[config.mk]
export PLATFORM = sky130hd
export DESIGN_NAME = duration_string_parser
export DESIGN_NICKNAME = d
export VERILOG_FILES = /design/src/hdl/dur_pkg.sv /design/src/hdl/dur_step.sv /design/src/hdl/duration_string_parser.sv
export SDC_FILE = /design/constraint.sdc
export NUM_CORES = 2
export LEC_CHECK = 0
export BUFFER_PORTS_ARGS = -buffer_cell sky130_fd_sc_hd__buf_2
export CORE_MARGIN = 2
export CORE_UTILIZATION = 50
export DETAILED_ROUTE_END_ITERATION = 10
export GPL_ROUTABILITY_DRIVEN = 1
export HOLD_SLACK_MARGIN = 0.1
export PLACE_DENSITY = 0.66
export SETUP_SLACK_MARGIN = 0.05
export SKIP_LAST_GASP = 1
export SYNTH_ARGS = -nofsm -noshare
export SYNTH_HDL_FRONTEND = slang
export SYNTH_SLANG_ARGS = --single-unit
export TNS_END_PERCENT = 100
[constraint.sdc]
create_clock -name clk -period 17.46 [get_ports clk]
set_input_delay 3.492 -clock clk [delete_from_list [all_inputs] [get_ports clk]]
set_output_delay 3.492 -clock clk [all_outputs]
set_load 0.01 [all_outputs]
[src/hdl/dur_pkg.sv]
// Types and constants of the duration string parser.
package dur_pkg;

  localparam int unsigned BUFFER_SIZE_DEF = 512;

  typedef enum logic [2:0] {
    PH_LEAD  = 3'd0,
    PH_SIGN  = 3'd1,
    PH_GAP   = 3'd2,
    PH_NUM   = 3'd3,
    PH_NUMSP = 3'd4,
    PH_MPEND = 3'd5,
    PH_ERR   = 3'd6,
    PH_END   = 3'd7
  } phase_t;

  localparam logic [2:0] ST_OK        = 3'd0;
  localparam logic [2:0] ST_EMPTY     = 3'd1;
  localparam logic [2:0] ST_TOO_LONG  = 3'd2;
  localparam logic [2:0] ST_SIGN_ONLY = 3'd3;
  localparam logic [2:0] ST_EXP_NUM   = 3'd4;
  localparam logic [2:0] ST_RANGE     = 3'd5;

  // Parser state carried from one character to the next.
  typedef struct packed {
    phase_t      ph;
    logic        neg;
    logic [63:0] tot;
    logic [30:0] num;
    logic        big;
    logic [2:0]  ferr;
  } dur_state_t;

  localparam dur_state_t STATE_RST = '{
    ph:   PH_LEAD,
    neg:  1'b0,
    tot:  64'd0,
    num:  31'd0,
    big:  1'b0,
    ferr: ST_OK
  };

endpackage

[src/hdl/dur_step.sv]
// Next-state and result logic for one character of the duration parser.
module dur_step
  import dur_pkg::*;
#(
  parameter int unsigned BUFFER_SIZE = BUFFER_SIZE_DEF,
  localparam int unsigned CNT_W = $clog2(BUFFER_SIZE + 1)
) (
  input  dur_state_t         st,
  input  logic [CNT_W-1:0]   cnt,
  input  logic [CNT_W-1:0]   tlen,
  input  logic [7:0]         char_code,
  input  logic               is_last,
  output dur_state_t         st_nxt,
  output logic [CNT_W-1:0]   cnt_nxt,
  output logic [CNT_W-1:0]   tlen_nxt,
  output logic [63:0]        res_total,
  output logic [2:0]         res_status
);

  localparam logic [7:0] CH_NUL   = 8'h00;
  localparam logic [7:0] CH_TAB   = 8'h09;
  localparam logic [7:0] CH_CR    = 8'h0d;
  localparam logic [7:0] CH_SPACE = 8'h20;
  localparam logic [7:0] CH_PLUS  = 8'h2b;
  localparam logic [7:0] CH_MINUS = 8'h2d;
  localparam logic [7:0] CH_ZERO  = 8'h30;
  localparam logic [7:0] CH_NINE  = 8'h39;
  localparam logic [7:0] CH_UP_D  = 8'h44;
  localparam logic [7:0] CH_UP_H  = 8'h48;
  localparam logic [7:0] CH_UP_M  = 8'h4d;
  localparam logic [7:0] CH_UP_S  = 8'h53;
  localparam logic [7:0] CH_UP_W  = 8'h57;
  localparam logic [7:0] CH_LO_D  = 8'h64;
  localparam logic [7:0] CH_LO_H  = 8'h68;
  localparam logic [7:0] CH_LO_M  = 8'h6d;
  localparam logic [7:0] CH_LO_S  = 8'h73;
  localparam logic [7:0] CH_LO_W  = 8'h77;

  localparam logic [19:0] SEC_WEEK = 20'd604800;
  localparam logic [19:0] SEC_DAY  = 20'd86400;
  localparam logic [19:0] SEC_HOUR = 20'd3600;
  localparam logic [19:0] SEC_MIN  = 20'd60;
  localparam logic [19:0] SEC_ONE  = 20'd1;
  localparam logic [34:0] MAX_NUMBER = 35'd1000000000;
  // floor(n / 1000) = (n * ceil(2^40 / 1000)) >> 40, exact for n below 2^31.
  localparam logic [30:0] MS_RECIP = 31'd1099511628;
  localparam int unsigned MS_SHIFT = 40;

  function automatic logic [2:0] first_err(input logic [2:0] cur, input logic [2:0] code);
    return (cur == ST_OK) ? code : cur;
  endfunction

  logic        ws;
  logic        dig;
  logic        active;
  logic        fin;
  logic [3:0]  dval;
  logic [34:0] num10;
  dur_state_t  p;
  dur_state_t  f;
  logic [19:0] mulk;
  logic        use_ms;
  logic        do_gap;
  logic        do_unit;
  logic [50:0] prod_k;
  logic [61:0] prod_ms;
  logic [50:0] add_a;
  logic [36:0] add_b;
  logic [51:0] term;
  logic [CNT_W-1:0] cnt_inc;

  assign ws     = (char_code == CH_SPACE) || (char_code >= CH_TAB && char_code <= CH_CR);
  assign dig    = (char_code >= CH_ZERO) && (char_code <= CH_NINE);
  assign dval   = char_code[3:0];
  assign num10  = 35'(st.num) * 35'd10 + 35'(dval);
  assign active = (st.ph != PH_END) && (char_code != CH_NUL);
  assign fin    = (st.ph != PH_END) && ((char_code == CH_NUL) || is_last);

  // Character handling: phase transitions and the scaled term to add.
  always_comb begin
    p       = st;
    mulk    = '0;
    use_ms  = 1'b0;
    do_gap  = 1'b0;
    do_unit = 1'b0;
    if (active) begin
      unique case (st.ph)
        PH_LEAD: begin
          if (!ws) begin
            if (char_code == CH_MINUS) begin
              p.neg = 1'b1;
              p.ph  = PH_SIGN;
            end else if (char_code == CH_PLUS) begin
              p.ph = PH_SIGN;
            end else begin
              do_gap = 1'b1;
            end
          end
        end
        PH_SIGN: begin
          if (!ws) begin
            do_gap = 1'b1;
          end
        end
        PH_GAP: begin
          do_gap = 1'b1;
        end
        PH_NUM: begin
          if (dig) begin
            if (num10 > MAX_NUMBER) begin
              p.num = 31'(MAX_NUMBER + 35'd1);
              p.big = 1'b1;
            end else begin
              p.num = 31'(num10);
            end
          end else if (st.big) begin
            p.ferr = first_err(st.ferr, ST_RANGE);
            p.ph   = PH_ERR;
          end else if (ws) begin
            p.ph = PH_NUMSP;
          end else begin
            do_unit = 1'b1;
          end
        end
        PH_NUMSP: begin
          if (!ws) begin
            do_unit = 1'b1;
          end
        end
        PH_MPEND: begin
          if (char_code == CH_LO_S) begin
            use_ms = 1'b1;
            p.ph   = PH_GAP;
          end else begin
            mulk   = SEC_MIN;
            do_gap = 1'b1;
          end
        end
        default: begin
        end
      endcase

      if (do_unit) begin
        p.ph = PH_GAP;
        case (char_code) inside
          CH_LO_W, CH_UP_W: mulk = SEC_WEEK;
          CH_LO_D, CH_UP_D: mulk = SEC_DAY;
          CH_LO_H, CH_UP_H: mulk = SEC_HOUR;
          CH_UP_M:          mulk = SEC_MIN;
          CH_LO_S, CH_UP_S: mulk = SEC_ONE;
          CH_LO_M:          p.ph = PH_MPEND;
          default: begin
            // Any other byte closes a bare number and is then parsed anew.
            mulk   = SEC_ONE;
            do_gap = 1'b1;
          end
        endcase
      end

      if (do_gap) begin
        p.ph = PH_GAP;
        if (dig) begin
          p.num = 31'(dval);
          p.big = 1'b0;
          p.ph  = PH_NUM;
        end else if (!ws) begin
          p.ferr = first_err(p.ferr, ST_EXP_NUM);
          p.ph   = PH_ERR;
        end
      end
    end
  end

  assign prod_k  = 51'(st.num) * 51'(mulk);
  assign prod_ms = 62'(st.num) * 62'(MS_RECIP);
  assign add_a   = use_ms ? 51'(prod_ms[61:MS_SHIFT]) : prod_k;

  // End of string: close whatever token is still open.
  always_comb begin
    f     = p;
    add_b = '0;
    if (fin) begin
      case (p.ph)
        PH_LEAD:  f.ferr = first_err(p.ferr, ST_EMPTY);
        PH_SIGN:  f.ferr = first_err(p.ferr, ST_SIGN_ONLY);
        PH_NUM: begin
          if (p.big) begin
            f.ferr = first_err(p.ferr, ST_RANGE);
          end else begin
            add_b = 37'(p.num);
          end
        end
        PH_NUMSP: add_b = 37'(p.num);
        PH_MPEND: add_b = (37'(p.num) << 6) - (37'(p.num) << 2);
        default: begin
        end
      endcase
      f.ph = PH_END;
    end
  end

  // A negative string accumulates downward, so the total needs no final negate.
  assign term = 52'(add_a) + 52'(add_b);

  always_comb begin
    st_nxt     = f;
    st_nxt.tot = f.neg ? (st.tot - 64'(term)) : (st.tot + 64'(term));
  end

  assign cnt_inc = (cnt < CNT_W'(BUFFER_SIZE)) ? (cnt + CNT_W'(1)) : cnt;

  always_comb begin
    cnt_nxt  = cnt;
    tlen_nxt = tlen;
    if (active && ((st.ph != PH_LEAD) || !ws)) begin
      cnt_nxt = cnt_inc;
      if (!ws) begin
        tlen_nxt = cnt_inc;
      end
    end
  end

  always_comb begin
    res_status = f.ferr;
    if ((f.ferr != ST_EMPTY) && (tlen_nxt >= CNT_W'(BUFFER_SIZE))) begin
      res_status = ST_TOO_LONG;
    end
    res_total = (res_status == ST_OK) ? st_nxt.tot : 64'd0;
  end

endmodule

[src/hdl/duration_string_parser.sv]
// Top level of the duration string parser: handshakes, state and result register.
//
// The block reads a duration string such as "1d 2h30m" or "-90s", one byte per
// input word, and returns one result word (total seconds and a status) for the
// byte flagged with in_is_last. Both channels use valid/ready; a word moves on a
// rising edge where valid and ready are both high.
//
// The result for a string enters the result register as its last byte leaves
// the input register. Throughput: one byte per cycle across string boundaries
// while results are taken. Each byte passes through an input register, one
// pass of combinational step logic (a small constant multiply and a 64-bit
// add) and then updates the parser state or loads the result register.
//
// When the receiver stalls, the result register holds its word; bytes of the
// next string keep flowing until its own last byte reaches the step logic,
// and only then does in_ready drop. Synchronous active-low reset clears the
// input and result valid flags and returns the parser to its idle state, so
// the block is ready for a new string as soon as reset is released.
module duration_string_parser
  import dur_pkg::*;
#(
  parameter int unsigned BUFFER_SIZE = BUFFER_SIZE_DEF
) (
  input  logic        clk,
  input  logic        rst_n,
  input  logic        in_valid,
  output logic        in_ready,
  input  logic [7:0]  in_char_code,
  input  logic        in_is_last,
  output logic        out_valid,
  input  logic        out_ready,
  output logic [63:0] out_total_seconds,
  output logic [2:0]  out_status
);

  localparam int unsigned CNT_W = $clog2(BUFFER_SIZE + 1);

  // Input register stage.
  logic       in_v_r;
  logic [7:0] in_char_r;
  logic       in_last_r;

  // Parser state between bytes of a string.
  dur_state_t       st_r;
  dur_state_t       st_nxt;
  logic [CNT_W-1:0] cnt_r;
  logic [CNT_W-1:0] cnt_nxt;
  logic [CNT_W-1:0] tlen_r;
  logic [CNT_W-1:0] tlen_nxt;

  // Result register.
  logic        out_v_r;
  logic [63:0] out_total_r;
  logic [2:0]  out_status_r;

  logic [63:0] res_total;
  logic [2:0]  res_status;
  logic        out_free;
  logic        consume;

  // A byte leaves the input register unless it is a last byte whose result
  // has nowhere to go yet.
  assign out_free = !out_v_r || out_ready;
  assign consume  = in_v_r && (!in_last_r || out_free);
  assign in_ready = !in_v_r || consume;

  always_ff @(posedge clk) begin
    if (!rst_n) begin
      in_v_r <= 1'b0;
    end else if (in_ready) begin
      in_v_r <= in_valid;
    end
  end

  always_ff @(posedge clk) begin
    if (in_valid && in_ready) begin
      in_char_r <= in_char_code;
      in_last_r <= in_is_last;
    end
  end

  dur_step #(
    .BUFFER_SIZE (BUFFER_SIZE)
  ) u_step (
    .st         (st_r),
    .cnt        (cnt_r),
    .tlen       (tlen_r),
    .char_code  (in_char_r),
    .is_last    (in_last_r),
    .st_nxt     (st_nxt),
    .cnt_nxt    (cnt_nxt),
    .tlen_nxt   (tlen_nxt),
    .res_total  (res_total),
    .res_status (res_status)
  );

  // The state returns to idle after every last byte, ready for the next string.
  always_ff @(posedge clk) begin
    if (!rst_n) begin
      st_r   <= STATE_RST;
      cnt_r  <= '0;
      tlen_r <= '0;
    end else if (consume) begin
      if (in_last_r) begin
        st_r   <= STATE_RST;
        cnt_r  <= '0;
        tlen_r <= '0;
      end else begin
        st_r   <= st_nxt;
        cnt_r  <= cnt_nxt;
        tlen_r <= tlen_nxt;
      end
    end
  end

  always_ff @(posedge clk) begin
    if (!rst_n) begin
      out_v_r <= 1'b0;
    end else if (consume && in_last_r) begin
      out_v_r <= 1'b1;
    end else if (out_ready) begin
      out_v_r <= 1'b0;
    end
  end

  always_ff @(posedge clk) begin
    if (consume && in_last_r) begin
      out_total_r  <= res_total;
      out_status_r <= res_status;
    end
  end

  assign out_valid         = out_v_r;
  assign out_total_seconds = out_total_r;
  assign out_status        = out_status_r;

endmodule

* Word level (Yosys, flattened, before mapping)
Cells that the tools add are included.
** Storage, ports and cells
- Bits of input ports :: 13
- Output and inout port bits :: 69
- Bits in registers :: 201
** Cells by class
- Eq/ne operators :: 24
- Add/sub/neg operators :: 6
- Reductions and logical operators :: 35
- Multiplexer cells :: 88
- Multiply operators :: 3
- Order comparisons :: 7
** Operators by type and width (count)
- two-way mux 20 bit :: 8
- two-way mux 35 bit :: 4
- one-hot mux 37 bit (3 select lines) :: 1
- two-way mux 103 bit :: 1
- two-way mux 3 bit :: 29
- equality test 8 x 7 -> 1 bit, second input constant :: 10
- adder 64 x 52 -> 64 bit :: 1
- two-way mux 32 bit :: 2
- two-way mux 64 bit :: 1
- subtractor 64 x 52 -> 64 bit :: 1
- two-way mux 31 bit :: 2
- multiplier 31 x 29 -> 60 bit, second input constant :: 1
- two-way mux 10 bit :: 6
- adder 51 x 37 -> 52 bit :: 1
- multiplier 31 x 20 -> 51 bit :: 1
- two-way mux 51 bit :: 1
- two-way mux 37 bit :: 1
- subtractor 37 x 33 -> 37 bit :: 1
- adder 35 x 4 -> 35 bit :: 1
- greater-than comparator 35 x 30 -> 1 bit, second input constant :: 1
- multiplier 31 x 3 -> 34 bit, second input constant :: 1
- equality test 8 x 6 -> 1 bit, second input constant :: 3
- two-way mux 1 bit :: 24
- zero test 3 bit :: 6
- 26 further kinds :: 55

* Logic depth before layout (Yosys ltp)
- Depth in word-level cells :: 24
- Gate-level depth with buffers :: 70
- Mapped depth without buffers :: 66

* Cells and area by module
Synthesis repeated with hierarchy kept, for this count alone.
** Unflattened totals
- Cells, all modules :: 5492
- Area, all modules :: 49199.7 um2
** By module, submodules not included
- dur_step :: cells each 5129, instances 1, area each 43113.8 um2
- duration_string_parser :: cells each 363, instances 1, area each 6085.8 um2

* Worst setup path before layout
Ideal clock, no wire load.
- Kind :: register to register
- Start :: register st_r[17] in the netlist's numbering
- End :: register out_total_r[61] (netlist: out_total_seconds[61]), data pin
- Library setup time :: 0.257 ns
- Cell stages (with the launch flop) :: 61
- Arrival time :: 13.708 ns
- Slack :: 3.495 ns
- Required time :: 17.203 ns
- Cells stage by stage :: dfxtp_1 > ha_1 > inv_1 > fa_1 > inv_1 > ha_1 > inv_1 > fa_1 > inv_1 > fa_1 > inv_1 > fa_1 > inv_1 > fa_1 > fa_1 > ha_1 > a21o_1 > a21o_1 > (+25 left out) > a2111oi_0 > and2_1 > a31oi_1 > xnor2_1 > ha_1 > nand4_1 > nor2_1 > a221oi_1 > o21ai_0 > a221oi_1 > o221ai_1 > a41oi_1 > a21oi_1 > o41ai_1 > o21ai_0 > a21oi_1 > xor2_1 > nor2_1
** Between the ends
- Word-level cells in the longest chain between the ends :: 17
** Ends and longest elaborated chain
- from (decl) :: line duration_string_parser.sv:44 : dur_state_t st_r;
- from (signal assigned) :: line duration_string_parser.sv:109 : st_r <= st_nxt;
- branches (longest 17 deep; another with subtractor 37 x 33 -> 37 bit)
- to (signal assigned) :: line duration_string_parser.sv:128 : out_total_r <= res_total;
- to (decl) :: line duration_string_parser.sv:53 : logic [63:0] out_total_r;
Parallel ways; which one is timed is not known. The select of a mux whose other input is x is not followed.
A chain may end at the register's enable or synchronous reset.

* Worst setup path in the final report
- Start :: register st_r[9] in the netlist's numbering
- End :: register out_total_r[61] (netlist: out_total_seconds[61]), data pin
The elaborated chain is that of the path after synthesis.

==> reports/results.txt <==
Status = completed
H-tree lvl count = 4
Clock sink total = 192
Pre-CTS setup slack = 756.3 ps
Share of layout cells above drive strength 1 = 5.947%
Post-synth top area cell = fa_1
Leakage power = 28.26 nW
DRT Pass-1 Iters = 5
Routed WL per cell = 21.27 µm
Grt ovf = 0
Tightest Pin Transition = 1148 ps
Max cap viols = 0
Post-CTS Setup Inserts = 0
Post-synth EDFFs = 76
Routability-driven placement congestion ratio = 0.9751
1st-iter DRT viols = 3,193
WHS = 496.2 ps
Drt drc = 0
Syn Std Cell Area = 48,970 µm²
Fin. max-slew vios = 0
Peak VDD IR = 0.07745 mV
GR Layer Usage met2 = 45.09%
Largest stage delay, worst path = 750 ps
Post-synthesis sequential area ratio = 9.402%
Die Wd = 317.0 µm
Nets@finish = 7,055
Placed cells = 6,843
Crit-path slowest cell = dfxtp_1
WP data arrival = 16,570 ps
Flop-to-flop setup slack = 1100 ps
Reg-to-reg endpoint = out_total_seconds[61]
Number of global-route vias before repair = 39,440
GRT Total Usage = 29.77%
Core footprint = 96,850 µm²
Starting density of the core = 50.56%
Synthesized flop and latch total = 192
I/O pin cnt = 82
# diodes = 0
Min-Delay Startpoint = st_r[97]
Synthesized area per cell = 8.816 µm²
Worst Hold Class = reg -> reg
Yosys warns = 0
Later-pin clock latency in the skew report = 490 ps
Row count = 114
Ys flop type = dfxtp_1
Met3 Use GR = 5.308%
Power per cell area = 40.74 nW/µm²
Crit Path Max Fanout = 13
Ys async rst share = 0%
Chip height = 317.0 µm
Unique masters post-synth = 107
CTS buffer count = 17
CP Capture Type = register
Final setup TNS = 0 ps
Met1 Usage GRT = 44.08%
Hold path cells = 2
Top post-synthesis cells by area = fa_1 27%, ha_1 20%, inv_1 7.9%, dfxtp_1 4.7%, edfxtp_1 4.7%
RSZ-0062 raised after global routing = false
Largest net degree at the start of global routing = 69
First-pass GRT wire length = 230.4 mm
Global route hottest layer = met2
# fillers = 9,062
CP Launch Type = register
Clock-pin transition on the worst setup and hold timing paths = 90 ps
Initial antenna violation count = 4
Syn_nets = 7,024
Final Hold Fails = 0
CTS tree = built
Period minus WS final = 16,360 ps
Final worst slack = 1101 ps
Max-slew headroom = 23.13%
Post-synth top area share = 26.90%
Die Area = 100,500 µm²
Longest Clk Path Bufs = 2
Port bufs = 81
Final worst path period share = 93.69%
Layout Cells excl Fill = 6,875
Setup Skew = 28.18 ps
Drt total wl = 146.2 mm
Synthesized instance count = 5,555
WS Path Type = reg -> reg
Reg2Reg Depth = 60
Antenna-violating nets left = 0
Vias per inst = 5.716
Root Driver = clkbuf_16
WP data required = 17,670 ps
Endpoints failing setup = 0
Synth-to-layout area growth = 5.445%
R2R Path Start = st_r[9]
Fmax = 0.06113 GHz
Vias after detailed routing = 39,300
Worst Hold End = st_r[97]
Final HPWL DP = 123.9 mm
==> where the power goes <==
part	internal [mW]	total, mW	switching, mW
logic	0.455	1.14	0.688
registers	0.515	0.540	0.0249
clock network	0.196	0.421	0.225
total	1.17	2.10	0.937
==> cell usage in the layout (no fill, tap or decap), types with 16 or more instances in the layout <==
cell type and count:
a211oi_1 24, a21o_1 167, a21oi_1 290, a22oi_1 45, a31o_2 18, a31oi_1 35, and2_1 222, and3_1 47
buf_2 81, buf_4 77, clkbuf_16 17, dfxtp_1 115, edfxtp_1 76, fa_1 658, ha_1 798, inv_1 1024
nand2_1 299, nand2b_1 54, nand3_1 87, nand4_1 34, nor2_1 263, nor2b_1 90, nor3_1 83, nor4_1 16
o211ai_1 19, o21a_1 33, o21ai_0 203, o21ai_1 18, o21bai_1 27, o22ai_1 40, or2_2 59, or3_1 29
xnor2_1 161, xor2_1 117
==> state kept, by name (all words and copies together), names as in the netlist <==
register and flops:
in_last_r 1, in_char_r 8, out_total_seconds 64, cnt_r 10, out_status 3, tlen_r 1
st_r 103, out_valid 1, in_v_r 1
==> cells in the mapped netlist, types with 19 or more instances <==
library cell  number
a211oi_1          24
a21o_1           167
a21oi_1          291
a22oi_1           45
a31oi_1           35
and2_1           222
and3_1            47
buf_2             20
clkbuf_1         118
dfxtp_1          116
edfxtp_1          76
fa_1             658
ha_1             798
inv_1           1025
nand2_1          300
nand2b_1          55
nand3_1           87
nand4_1           34
nor2_1           265
nor2b_1           91
nor3_1            83
o211ai_1          19
o21a_1            33
o21ai_0          204
o21bai_1          27
o22ai_1           40
or2_2             59
or3_1             29
xnor2_1          161
xor2_1           117
==> final cells by class <==
class                           count  area [µm²]  share of cell area [%]
Multi-Input combinational cell   4190       39990                   77.45
Sequential cell                   192        4606                   8.919
Inverter                         1027        3855                   7.465
Tap cell                         1276        1597                   3.092
Timing Repair Buffer              158       983.4                   1.904
Clock buffer                       17       425.4                  0.8238
Clock inverter                     15       178.9                  0.3465
==> worst max-delay path by stage <==
stage,start,to,slack (ps),cells after the start
2_1_floorplan,st_r[17],out_total_seconds[61],3500,60
3_3_place_gp,st_r[10],out_total_seconds[61],1200,59
3_5_place_dp,st_r[10],out_total_seconds[61],760,59
4_1_cts,st_r[10],out_total_seconds[61],640,59
5_1_grt,st_r[9],out_total_seconds[61],150,60
6_report,st_r[9],out_total_seconds[61],1100,60
==> per-stage QoR <==
| step | instance area (µm²) | total power, mW | utilization [%] |
|---|---|---|---|
| after CTS | 51620 | 2.084 | 53.30 |
| after floorplan | 48970 | 1.382 | - |
| after global routing | 51640 | 2.242 | 53.32 |
| final | 51640 | 2.104 | 53.32 |
| after global placement | 51010 | 1.657 | 52.67 |
| after detailed placement | 51010 | 1.660 | 52.67 |
==> cells by family (layout without fill, tap and decap cells) <==
family / after synthesis / count (layout) / share of synthesized area [%]
AND/OR/NAND/NOR: 1368 / 1368 / 14.60
adder cells (fa/ha/maj): 1456 / 1456 / 47.29
AO/OA/AOI/OAI: 1078 / 1078 / 14.45
XOR/XNOR: 279 / 279 / 5.005
multiplexers: 9 / 9 / 0.1967
flip-flops: 192 / 192 / 9.402
buffers and inverters: 1173 / 1217 / 9.060
==> critical path: cells and delay by family (launching register included) <==
family | cells | cell delay (ps)
AO/OA/AOI/OAI | 34 | 8850
XOR/XNOR | 3 | 450
adder cells (fa/ha/maj) | 11 | 4330
buffers and inverters | 6 | 780
flip-flops | 1 | 750
AND/OR/NAND/NOR | 6 | 930
==> what timing repair did <==
action                                  CTS  global route
hold buffers                              0             0
endpoints found under the setup margin    0             6
gates resized for setup                   0             4
==> routing by layer <==
metal / wire, µm / vias up
met5: 0 / -
met4: 3422 / 0
met3: 11300 / 177
met2: 62300 / 1301
met1: 69190 / 19260
li1: - / 18560
Power figures use the tool's default switching activity.
